File: src/hdl/mkv_pkg.sv
`timescale 1ns / 1ps

package mkv_pkg;

    // Fixed geometry of the key table and the alphabet.
    localparam int MAX_KEYS      = 4;
    localparam int MAX_KEY_LEN   = 16;
    localparam int ALPHABET_SIZE = 26;

    // Character constants.
    localparam logic [7:0] CHAR_0       = 8'h30;
    localparam logic [7:0] CHAR_9       = 8'h39;
    localparam logic [7:0] CHAR_UPPER_A = 8'h41;
    localparam logic [7:0] CHAR_LOWER_A = 8'h61;

    // Input command codes.
    localparam logic [1:0] CMD_LOAD    = 2'd0;
    localparam logic [1:0] CMD_PROCESS = 2'd1;
    localparam logic [1:0] CMD_RESTART = 2'd2;
    localparam logic [1:0] CMD_UNUSED  = 2'd3;

    // Configuration register indexes.
    localparam logic [2:0] REG_ACTIVE_KEYS  = 3'd0;
    localparam logic [2:0] REG_KEY_LENGTH_0 = 3'd1;
    localparam logic [2:0] REG_KEY_LENGTH_1 = 3'd2;
    localparam logic [2:0] REG_KEY_LENGTH_2 = 3'd3;
    localparam logic [2:0] REG_KEY_LENGTH_3 = 3'd4;
    localparam logic [2:0] REG_DECRYPT_MODE = 3'd5;

    typedef struct packed {
        logic [1:0] command;
        logic [1:0] key_select;
        logic [3:0] key_position;
        logic [7:0] data_byte;
    } in_item_t;

    typedef struct packed {
        logic [7:0] out_byte;
        logic       was_letter;
    } out_item_t;

    typedef enum logic [1:0] {
        OP_LOAD    = 2'd0,
        OP_PROCESS = 2'd1,
        OP_RESTART = 2'd2
    } op_kind_t;

    // Classified operation passed from the front end to the back end.
    typedef struct packed {
        op_kind_t   kind;
        logic [1:0] key_select;
        logic [3:0] key_position;
        logic [4:0] shift;
        logic       letter;
        logic       upper;
        logic [4:0] letter_idx;
        logic [7:0] data_byte;
    } op_t;

    // Decoded configuration seen by the back end.
    typedef struct packed {
        logic [MAX_KEYS-1:0]      key_en;
        logic [MAX_KEYS-1:0][3:0] key_last;
        logic                     decrypt;
    } cfg_t;

    function automatic logic [4:0] char_to_shift(input logic [7:0] ch);
        logic [7:0] up_off;
        logic [7:0] lo_off;
        up_off = 8'(ch - CHAR_UPPER_A);
        lo_off = 8'(ch - CHAR_LOWER_A);
        if (ch >= CHAR_0 && ch <= CHAR_9)
        begin
            return 5'(ch - CHAR_0);
        end
        if (ch >= CHAR_UPPER_A && up_off < 8'(ALPHABET_SIZE))
        begin
            return 5'(up_off);
        end
        if (ch >= CHAR_LOWER_A && lo_off < 8'(ALPHABET_SIZE))
        begin
            return 5'(lo_off);
        end
        return 5'd0;
    endfunction

    // Both operands are below the alphabet size.
    function automatic logic [4:0] add_mod(input logic [4:0] a, input logic [4:0] b);
        logic [5:0] s;
        s = 6'(a) + 6'(b);
        if (s >= 6'(ALPHABET_SIZE))
        begin
            s = 6'(s - 6'(ALPHABET_SIZE));
        end
        return 5'(s);
    endfunction

    function automatic logic [4:0] sub_mod(input logic [4:0] a, input logic [4:0] b);
        logic [5:0] s;
        s = 6'(6'(a) + 6'(ALPHABET_SIZE) - 6'(b));
        if (s >= 6'(ALPHABET_SIZE))
        begin
            s = 6'(s - 6'(ALPHABET_SIZE));
        end
        return 5'(s);
    endfunction

endpackage

File: src/hdl/multi_key_vigenere_cipher_core.sv
`timescale 1ns / 1ps

// Cascaded Vigenere cipher core. Items go in through a queue-style port (push/full) and
// results come out through another (pop/empty). A load command stores the shift of one
// key character, a restart command clears every key position, and a process command
// turns one text byte into exactly one result; loads, restarts and the unused command
// code produce no result. The block takes one item per clock cycle while the result side
// keeps up. A front end classifies each item in the cycle it is accepted and writes it
// into a two-entry operation queue; the back end executes one operation per cycle unless
// stalled, reading the shift at every active key position from per-key tables and
// advancing the key position registers in that same cycle, which is what sets the
// one-item-per-cycle rate. An item and its result pass through the registered operation
// and result queues before the result shows on the result ports; the two-entry result
// queue keeps the back end running while the consumer takes one result per cycle. When
// the result side stalls, text bytes back up into the operation queue and full rises
// once it holds two. The key table comes out of reset undefined; every key character
// that a process command will read must be loaded first. Configuration writes are always
// taken (cfg_ready is held high) and must only be made while the block is idle; writes
// to indexes beyond the decrypt mode register are ignored.

module multi_key_vigenere_cipher_core (
    input  logic               clk,
    input  logic               rst_n,
    input  logic               push,
    output logic               full,
    input  mkv_pkg::in_item_t  item,
    input  logic               pop,
    output logic               empty,
    output mkv_pkg::out_item_t result,
    input  logic               cfg_valid,
    output logic               cfg_ready,
    input  logic [2:0]         cfg_index,
    input  logic [4:0]         cfg_data
);

    localparam int OP_W  = $bits(mkv_pkg::op_t);
    localparam int RES_W = $bits(mkv_pkg::out_item_t);

    logic [2:0]                        active_keys_reg;
    logic [mkv_pkg::MAX_KEYS-1:0][4:0] key_length_reg;
    logic                              decrypt_mode_reg;

    mkv_pkg::cfg_t      cfg;
    mkv_pkg::op_t       fe_op;
    mkv_pkg::op_t       be_op;
    mkv_pkg::out_item_t be_res;
    logic [OP_W-1:0]    be_op_bits;
    logic [RES_W-1:0]   res_bits;
    logic [2:0]         eff_keys;
    logic               op_full, op_empty, op_push, op_pop;
    logic               res_full, res_push;

    assign cfg_ready = 1'b1;

    always_ff @(posedge clk or negedge rst_n)
    begin
        if (!rst_n)
        begin
            active_keys_reg  <= 3'd1;
            key_length_reg   <= {mkv_pkg::MAX_KEYS{5'd1}};
            decrypt_mode_reg <= 1'b0;
        end
        else if (cfg_valid && cfg_ready)
        begin
            case (cfg_index)
                mkv_pkg::REG_ACTIVE_KEYS:  active_keys_reg   <= cfg_data[2:0];
                mkv_pkg::REG_KEY_LENGTH_0: key_length_reg[0] <= cfg_data;
                mkv_pkg::REG_KEY_LENGTH_1: key_length_reg[1] <= cfg_data;
                mkv_pkg::REG_KEY_LENGTH_2: key_length_reg[2] <= cfg_data;
                mkv_pkg::REG_KEY_LENGTH_3: key_length_reg[3] <= cfg_data;
                mkv_pkg::REG_DECRYPT_MODE: decrypt_mode_reg  <= cfg_data[0];
                default:                   ;
            endcase
        end
    end

    // Out-of-range settings are clamped: a count or length of zero acts as one, and
    // values above the table size act as the table size. Each length is kept as the
    // index of the key's last character, where its position wraps to zero.
    always_comb
    begin
        if (active_keys_reg == 3'd0)
        begin
            eff_keys = 3'd1;
        end
        else if (active_keys_reg > 3'(mkv_pkg::MAX_KEYS))
        begin
            eff_keys = 3'(mkv_pkg::MAX_KEYS);
        end
        else
        begin
            eff_keys = active_keys_reg;
        end

        for (int k = 0; k < mkv_pkg::MAX_KEYS; k++)
        begin
            cfg.key_en[k] = (3'(k) < eff_keys);
            if (key_length_reg[k] == 5'd0)
            begin
                cfg.key_last[k] = 4'd0;
            end
            else if (key_length_reg[k] > 5'(mkv_pkg::MAX_KEY_LEN))
            begin
                cfg.key_last[k] = 4'(mkv_pkg::MAX_KEY_LEN - 1);
            end
            else
            begin
                cfg.key_last[k] = 4'(key_length_reg[k] - 5'd1);
            end
        end
        cfg.decrypt = decrypt_mode_reg;
    end

    mkv_front u_front (
        .push    (push),
        .item    (item),
        .full    (full),
        .op_full (op_full),
        .op_push (op_push),
        .op      (fe_op)
    );

    mkv_fifo #(
        .WIDTH (OP_W),
        .DEPTH (2)
    ) u_op_queue (
        .clk     (clk),
        .rst_n   (rst_n),
        .wr_en   (op_push),
        .wr_data (fe_op),
        .full    (op_full),
        .rd_en   (op_pop),
        .rd_data (be_op_bits),
        .empty   (op_empty)
    );

    assign be_op = mkv_pkg::op_t'(be_op_bits);

    mkv_back u_back (
        .clk      (clk),
        .rst_n    (rst_n),
        .cfg      (cfg),
        .op_valid (!op_empty),
        .op       (be_op),
        .op_pop   (op_pop),
        .res_full (res_full),
        .res_push (res_push),
        .res_data (be_res)
    );

    mkv_fifo #(
        .WIDTH (RES_W),
        .DEPTH (2)
    ) u_res_queue (
        .clk     (clk),
        .rst_n   (rst_n),
        .wr_en   (res_push),
        .wr_data (be_res),
        .full    (res_full),
        .rd_en   (pop),
        .rd_data (res_bits),
        .empty   (empty)
    );

    assign result = mkv_pkg::out_item_t'(res_bits);

endmodule

File: src/hdl/mkv_fifo.sv
`timescale 1ns / 1ps

module mkv_fifo #(
    parameter int WIDTH = 8,
    parameter int DEPTH = 2
) (
    input  logic             clk,
    input  logic             rst_n,
    input  logic             wr_en,
    input  logic [WIDTH-1:0] wr_data,
    output logic             full,
    input  logic             rd_en,
    output logic [WIDTH-1:0] rd_data,
    output logic             empty
);

    localparam int PW = (DEPTH > 1) ? $clog2(DEPTH) : 1;
    localparam int CW = $clog2(DEPTH + 1);

    logic [WIDTH-1:0] store_reg [DEPTH];
    logic [PW-1:0]    wr_ptr_reg, wr_ptr_next;
    logic [PW-1:0]    rd_ptr_reg, rd_ptr_next;
    logic [CW-1:0]    count_reg, count_next;
    logic             do_wr, do_rd;

    assign full    = (count_reg == CW'(DEPTH));
    assign empty   = (count_reg == '0);
    assign do_wr   = wr_en && !full;
    assign do_rd   = rd_en && !empty;
    assign rd_data = store_reg[rd_ptr_reg];

    always_comb
    begin
        wr_ptr_next = wr_ptr_reg;
        rd_ptr_next = rd_ptr_reg;
        if (do_wr)
        begin
            wr_ptr_next = (wr_ptr_reg == PW'(DEPTH - 1)) ? '0 : PW'(wr_ptr_reg + 1'b1);
        end
        if (do_rd)
        begin
            rd_ptr_next = (rd_ptr_reg == PW'(DEPTH - 1)) ? '0 : PW'(rd_ptr_reg + 1'b1);
        end
        case ({do_wr, do_rd})
            2'b10:   count_next = CW'(count_reg + 1'b1);
            2'b01:   count_next = CW'(count_reg - 1'b1);
            default: count_next = count_reg;
        endcase
    end

    always_ff @(posedge clk or negedge rst_n)
    begin
        if (!rst_n)
        begin
            wr_ptr_reg <= '0;
            rd_ptr_reg <= '0;
            count_reg  <= '0;
        end
        else
        begin
            wr_ptr_reg <= wr_ptr_next;
            rd_ptr_reg <= rd_ptr_next;
            count_reg  <= count_next;
        end
    end

    always_ff @(posedge clk)
    begin
        if (do_wr)
        begin
            store_reg[wr_ptr_reg] <= wr_data;
        end
    end

endmodule

File: src/hdl/mkv_front.sv
`timescale 1ns / 1ps

module mkv_front (
    input  logic              push,
    input  mkv_pkg::in_item_t item,
    output logic              full,
    input  logic              op_full,
    output logic              op_push,
    output mkv_pkg::op_t      op
);

    logic [7:0] up_off;
    logic [7:0] lo_off;
    logic       is_upper;
    logic       is_lower;

    assign full = op_full;

    // The unused command code is dropped here and never reaches the back end.
    assign op_push = push && !op_full && (item.command != mkv_pkg::CMD_UNUSED);

    always_comb
    begin
        up_off   = 8'(item.data_byte - mkv_pkg::CHAR_UPPER_A);
        lo_off   = 8'(item.data_byte - mkv_pkg::CHAR_LOWER_A);
        is_upper = (item.data_byte >= mkv_pkg::CHAR_UPPER_A)
                   && (up_off < 8'(mkv_pkg::ALPHABET_SIZE));
        is_lower = (item.data_byte >= mkv_pkg::CHAR_LOWER_A)
                   && (lo_off < 8'(mkv_pkg::ALPHABET_SIZE));

        case (item.command)
            mkv_pkg::CMD_LOAD:    op.kind = mkv_pkg::OP_LOAD;
            mkv_pkg::CMD_RESTART: op.kind = mkv_pkg::OP_RESTART;
            default:              op.kind = mkv_pkg::OP_PROCESS;
        endcase
        op.key_select   = item.key_select;
        op.key_position = item.key_position;
        op.shift        = mkv_pkg::char_to_shift(item.data_byte);
        op.letter       = is_upper || is_lower;
        op.upper        = is_upper;
        op.letter_idx   = is_upper ? 5'(up_off) : 5'(lo_off);
        op.data_byte    = item.data_byte;
    end

endmodule

File: src/hdl/mkv_back.sv
`timescale 1ns / 1ps

module mkv_back (
    input  logic               clk,
    input  logic               rst_n,
    input  mkv_pkg::cfg_t      cfg,
    input  logic               op_valid,
    input  mkv_pkg::op_t       op,
    output logic               op_pop,
    input  logic               res_full,
    output logic               res_push,
    output mkv_pkg::out_item_t res_data
);

    logic [4:0] cur_shift [mkv_pkg::MAX_KEYS];

    logic [mkv_pkg::MAX_KEYS-1:0][3:0] cursor_reg, cursor_next;

    logic       exec;
    logic       advance;
    logic [4:0] sum;
    logic [4:0] new_idx;
    logic [7:0] base;

    // Only text bytes need room in the result queue.
    assign exec     = op_valid && ((op.kind != mkv_pkg::OP_PROCESS) || !res_full);
    assign op_pop   = exec;
    assign res_push = exec && (op.kind == mkv_pkg::OP_PROCESS);
    assign advance  = exec && (op.kind == mkv_pkg::OP_PROCESS) && op.letter;

    // Each key has its own small shift table, so every active key is read in the same cycle.
    for (genvar g = 0; g < mkv_pkg::MAX_KEYS; g++)
    begin : g_key_table
        logic [4:0] shift_mem [mkv_pkg::MAX_KEY_LEN];

        always_ff @(posedge clk)
        begin
            if (exec && (op.kind == mkv_pkg::OP_LOAD) && (op.key_select == 2'(g)))
            begin
                shift_mem[op.key_position] <= op.shift;
            end
        end

        assign cur_shift[g] = shift_mem[cursor_reg[g]];
    end

    always_comb
    begin
        sum = 5'd0;
        for (int k = 0; k < mkv_pkg::MAX_KEYS; k++)
        begin
            if (cfg.key_en[k])
            begin
                sum = mkv_pkg::add_mod(sum, cur_shift[k]);
            end
        end
        new_idx = cfg.decrypt ? mkv_pkg::sub_mod(op.letter_idx, sum)
                              : mkv_pkg::add_mod(op.letter_idx, sum);
        base    = op.upper ? mkv_pkg::CHAR_UPPER_A : mkv_pkg::CHAR_LOWER_A;

        res_data.was_letter = op.letter;
        res_data.out_byte   = op.letter ? 8'(base + 8'(new_idx)) : op.data_byte;
    end

    always_comb
    begin
        cursor_next = cursor_reg;
        if (exec && (op.kind == mkv_pkg::OP_RESTART))
        begin
            cursor_next = '0;
        end
        else if (advance)
        begin
            for (int k = 0; k < mkv_pkg::MAX_KEYS; k++)
            begin
                if (cfg.key_en[k])
                begin
                    cursor_next[k] = (cursor_reg[k] >= cfg.key_last[k]) ? 4'd0
                                     : 4'(cursor_reg[k] + 1'b1);
                end
            end
        end
    end

    always_ff @(posedge clk or negedge rst_n)
    begin
        if (!rst_n)
        begin
            cursor_reg <= '0;
        end
        else
        begin
            cursor_reg <= cursor_next;
        end
    end

    a_no_result_overrun: assert property (@(posedge clk) disable iff (!rst_n)
        res_push |-> !res_full)
        else $error("result written into a full result queue");

    a_restart_clears: assert property (@(posedge clk) disable iff (!rst_n)
        (exec && (op.kind == mkv_pkg::OP_RESTART)) |=> (cursor_reg == '0))
        else $error("key positions not cleared by restart");

    a_non_letter_holds: assert property (@(posedge clk) disable iff (!rst_n)
        (exec && (op.kind == mkv_pkg::OP_PROCESS) && !op.letter) |=> $stable(cursor_reg))
        else $error("key positions moved on a non-letter");

    a_inactive_key_holds: assert property (@(posedge clk) disable iff (!rst_n)
        (advance && !cfg.key_en[mkv_pkg::MAX_KEYS-1]) |=>
            $stable(cursor_reg[mkv_pkg::MAX_KEYS-1]))
        else $error("inactive key position advanced");

endmodule
File: config.mk
export PLATFORM = sky130hd
export DESIGN_NAME = multi_key_vigenere_cipher_core
export DESIGN_NICKNAME = d
export VERILOG_FILES = /design/src/hdl/mkv_pkg.sv /design/src/hdl/multi_key_vigenere_cipher_core.sv /design/src/hdl/mkv_fifo.sv /design/src/hdl/mkv_front.sv /design/src/hdl/mkv_back.sv
export SDC_FILE = /design/constraint.sdc
export NUM_CORES = 1
export LEC_CHECK = 0
export BUFFER_PORTS_ARGS = -buffer_cell sky130_fd_sc_hd__buf_2
export CORE_ASPECT_RATIO = 1.5
export CORE_UTILIZATION = 55
export DETAILED_ROUTE_END_ITERATION = 6
export PLACE_DENSITY = 0.74
export SLEW_MARGIN = 40
export SYNTH_ARGS = -nofsm -noshare
export SYNTH_HDL_FRONTEND = slang
export SYNTH_SLANG_ARGS = --single-unit
export TNS_END_PERCENT = 30
File: constraint.sdc
create_clock -name clk -period 10 [get_ports clk]
set_clock_uncertainty 0.05 [all_clocks]
set_input_delay 2 -clock clk [delete_from_list [all_inputs] [get_ports clk]]
set_output_delay 2 -clock clk [all_outputs]
set_load 0.02 [all_outputs]
==> impl_metrics.env <==
export IMPL_cts_root_buffer_cell="clkbuf_16"
export IMPL_timing_critical_path_slowest_stage_cell="or4_4"
export IMPL_final_antenna_net_count=0
export IMPL_min_to="u_res_queue.count_reg[1]"
export IMPL_synth_top_area_share_pct=57.8
export IMPL_worst_r2r_endpoint="u_res_queue.store_reg[0][4]"
export IMPL_yosys_register_bits=442
export IMPL_worstPathRequired_ns=10.23
export IMPL_globalRoute_totalOverflow=0
export IMPL_detail_route_first_pass_iterations=5
export IMPL_synth_top_cell_by_area="edfxtp_1"
export IMPL_cts_root_to_sink_buffers=3
export IMPL_ff2ff_setup_slack_ns=0.06
export IMPL_gp_congestion=0.868
export IMPL_largest_register_ffs=320
export IMPL_antenna_violations_before_repair=0
export IMPL_synth_cell_type_count=76
export IMPL_drt_vias_per_instance=6.00
export IMPL_syn_to_layout_area_delta_pct=15.8
export IMPL_setup_worst_path_class="flop to flop"
export IMPL_vert_die_dim_um=238
export IMPL_filler_cells_inserted=2520
export IMPL_critical_path_max_stage_delay_ns=0.54
export IMPL_detail_route_wl_per_cell_um=21.9
export IMPL_regToRegStartpoint="u_back.cursor_reg[0]"
export IMPL_std_cell_rows=86
export IMPL_multi_input_area_sq_um=7280
export IMPL_grt_total_usage_pct=24.0
export IMPL_timing_critical_path_arrival_ns=10.18
export IMPL_die_area_sq_um=38000
export IMPL_syn_area_per_cell_sq_um=14.5
export IMPL_nets=1654
export IMPL_layout_worst_path_cycle_share_pct=99.4
export IMPL_die_width_um=160
export IMPL_synth_area_sq_um=20500
export IMPL_synth_edf_count=394
export IMPL_report_final_setup_viol=0
export IMPL_synth_main_ff_cell="edfxtp_1"
export IMPL_worstMarginPinSlew_ns=0.849
export IMPL_cts_buffers_inserted=42
export IMPL_cts_sinks=442
export IMPL_startpoint_type_of_the_worst_setup_path="flop"
export IMPL_routed_wl_mm=45.5
export IMPL_hp_class="flop to flop"
export IMPL_timing_max_slew_rel_slack_pct=43.1
export IMPL_place_port_buffers=39
export IMPL_finalHoldViolations=0
export IMPL_ys_seq_area_share_pct=63.7
export IMPL_postCtsHoldBufs=0
export IMPL_antenna_cells_inserted=0
export IMPL_cell_family_with_most_cp_delay="compound AO/OA/AOI/OAI gates"
export IMPL_postSynthCellCount=1411
export IMPL_cp_buffers_inverters=10
export IMPL_drt_first_iter_violations=1043
export IMPL_drv_cap=0
export IMPL_synthesis_yosys_warnings=0
export IMPL_core_area_sq_um=36700
export IMPL_async_flop_share_pct=10.9
export IMPL_hold_start="u_res_queue.count_reg[1]"
export IMPL_timing_hold_ws_ns=0.470
export IMPL_post_route_drc_count=0
export IMPL_timing_reg2reg_worst_path_depth=51
export IMPL_layout_cell_share_with_drive_strength_beyond_1_pct=27.0
export IMPL_wire_length_of_the_first_global_routing_pass_mm=69.1
export IMPL_end_kind="flop"
export IMPL_synthesis_nets=1508
export IMPL_fin_crit_ns=9.94
export IMPL_maxSlewViolCount=0
export IMPL_grt_setup_unrepaired="yes"
export IMPL_grt_pass1_vias=12500
export IMPL_cts_htree_levels=2
export IMPL_design_portCount=41
export IMPL_path_max_fanout=13
export IMPL_synth_top_cells_by_area="edfxtp_1 58%, mux4_2 7.6%, dfrtp_1 5.3%"
export IMPL_grt_max_degree=65
export IMPL_worst_skew_pair_late_latency_ns=0.56
export IMPL_run_status="completed"
export IMPL_initial_utilization_pct=55.8
export IMPL_dp_final_hpwl_mm=30.5
export IMPL_hold_path_cell_count=1
export IMPL_detailroute_via_count=12400
export IMPL_max_freq_mhz=101
export IMPL_cts_reportedPaths_clkPinSlew_ns=0.07
export IMPL_regArea_sq_um=13000
export IMPL_cts_tree="yes"
-- cells in the final DEF (no fill, tap or decap), drive strengths merged, types with 16 or more instances in the layout --
| cell type | count |
|---|---|
| a21o | 16 |
| a21oi | 53 |
| buf | 156 |
| clkbuf | 53 |
| clkinv | 18 |
| dfrtp | 43 |
| edfxtp | 394 |
| ha | 63 |
| inv | 79 |
| mux2 | 35 |
| mux2i | 58 |
| mux4 | 72 |
| nand2 | 110 |
| nand3 | 16 |
| nor2 | 129 |
| nor3 | 22 |
| o21ai | 60 |
| xnor2 | 27 |
-- routing by layer --
layer  global-route usage [%]  part of all wire (%)  wire (um)
met2                     42.2                    52      23600
met4                     11.0                   4.5       2050
met3                     3.56                   5.8       2650
met1                     29.3                    38      17200
met5                        0                     0          0
-- synthesized netlist by cell type, types with 15 or more instances --
library cell / instances
a21o_1: 16
a21oi_1: 53
clkbuf_1: 36
dfrtp_1: 43
edfxtp_1: 394
ha_1: 63
inv_1: 79
mux2_2: 35
mux2i_1: 58
mux4_2: 69
nand2_1: 109
nand2b_1: 15
nand3_1: 16
nor2_1: 129
nor3_1: 22
o21ai_0: 53
xnor2_1: 27
-- cells by family (layout without fill, tap and decap cells) --
family / count (synthesis) / in the layout / synth area share (%)
other cells: 1 / 1 / 0.0183
xor+xnor: 41 / 41 / 1.75
mux: 165 / 165 / 12.7
simple gates: 331 / 331 / 7.07
compound gates: 225 / 225 / 7.39
buf+inv: 134 / 312 / 2.79
flops: 442 / 442 / 63.7
fa+ha+maj: 72 / 72 / 4.54
-- layout make-up --
cell class              count  area share, %
flip-flops and latches    442           55.0
multi-input cells         835           30.7
repair buffers            157           4.80
clock buffers              53           4.70
well taps                 484           2.56
inverters                  79           1.25
clock inverters            23          0.950
-- worst reg2reg max path, delay by kind of cell, from the launching register on --
kind	cells	cell delay [ns]
AO/OA/AOI/OAI	17	3.09
adder cells (fa/ha/maj)	7	1.89
AND/OR/NAND/NOR	9	1.74
buffers and inverters	10	0.93
multiplexers	3	0.82
XOR/XNOR	5	0.76
flip-flops	1	0.39
-- through the flow --
stage | TNS, ns | instance area (sq um) | setup WS, ns | utilization [%] | instances
2_1_floorplan | 0 | 20500 | 0.00226 | - | 1411
3_3_place_gp | -0.0473 | 21700 | -0.0220 | 59.2 | 1970
3_5_place_dp | -5.43 | 21700 | -0.482 | 59.3 | 1970
4_1_cts | 0 | 23300 | 0.000775 | 63.5 | 2058
5_1_grt | -4.91 | 23700 | -0.408 | 64.6 | 2073
6_report | 0 | 23700 | 0.0569 | 64.6 | 2073
-- worst max-delay path by stage --
| stage | from | endpoint | slack, ns | cells after the start |
|---|---|---|---|---|
| 2_1_floorplan | u_back.cursor_reg[0] | u_res_queue.store_reg[0][6] | 0.002 | 56 |
| 3_3_place_gp | u_back.cursor_reg[2] | u_res_queue.store_reg[0][6] | -0.02 | 53 |
| 3_5_place_dp | u_back.cursor_reg[0] | u_res_queue.store_reg[1][5] | -0.48 | 55 |
| 4_1_cts | u_back.cursor_reg[0] | u_res_queue.store_reg[1][6] | 0.0008 | 53 |
| 5_1_grt | u_back.cursor_reg[0] | u_res_queue.store_reg[1][5] | -0.41 | 54 |
| 6_report | u_back.cursor_reg[0] | u_res_queue.store_reg[0][4] | 0.06 | 51 |
-- what timing repair did --
item,4_1_cts,5_1_grt
pin swaps,26,49
setup endpoints to repair,14,14
cloned,1,0
resized for setup,24,63
buffers inserted,11,15
Power is not shown: default switching activity piles up to over one toggle a cycle in this logic, so the estimate is an artifact.
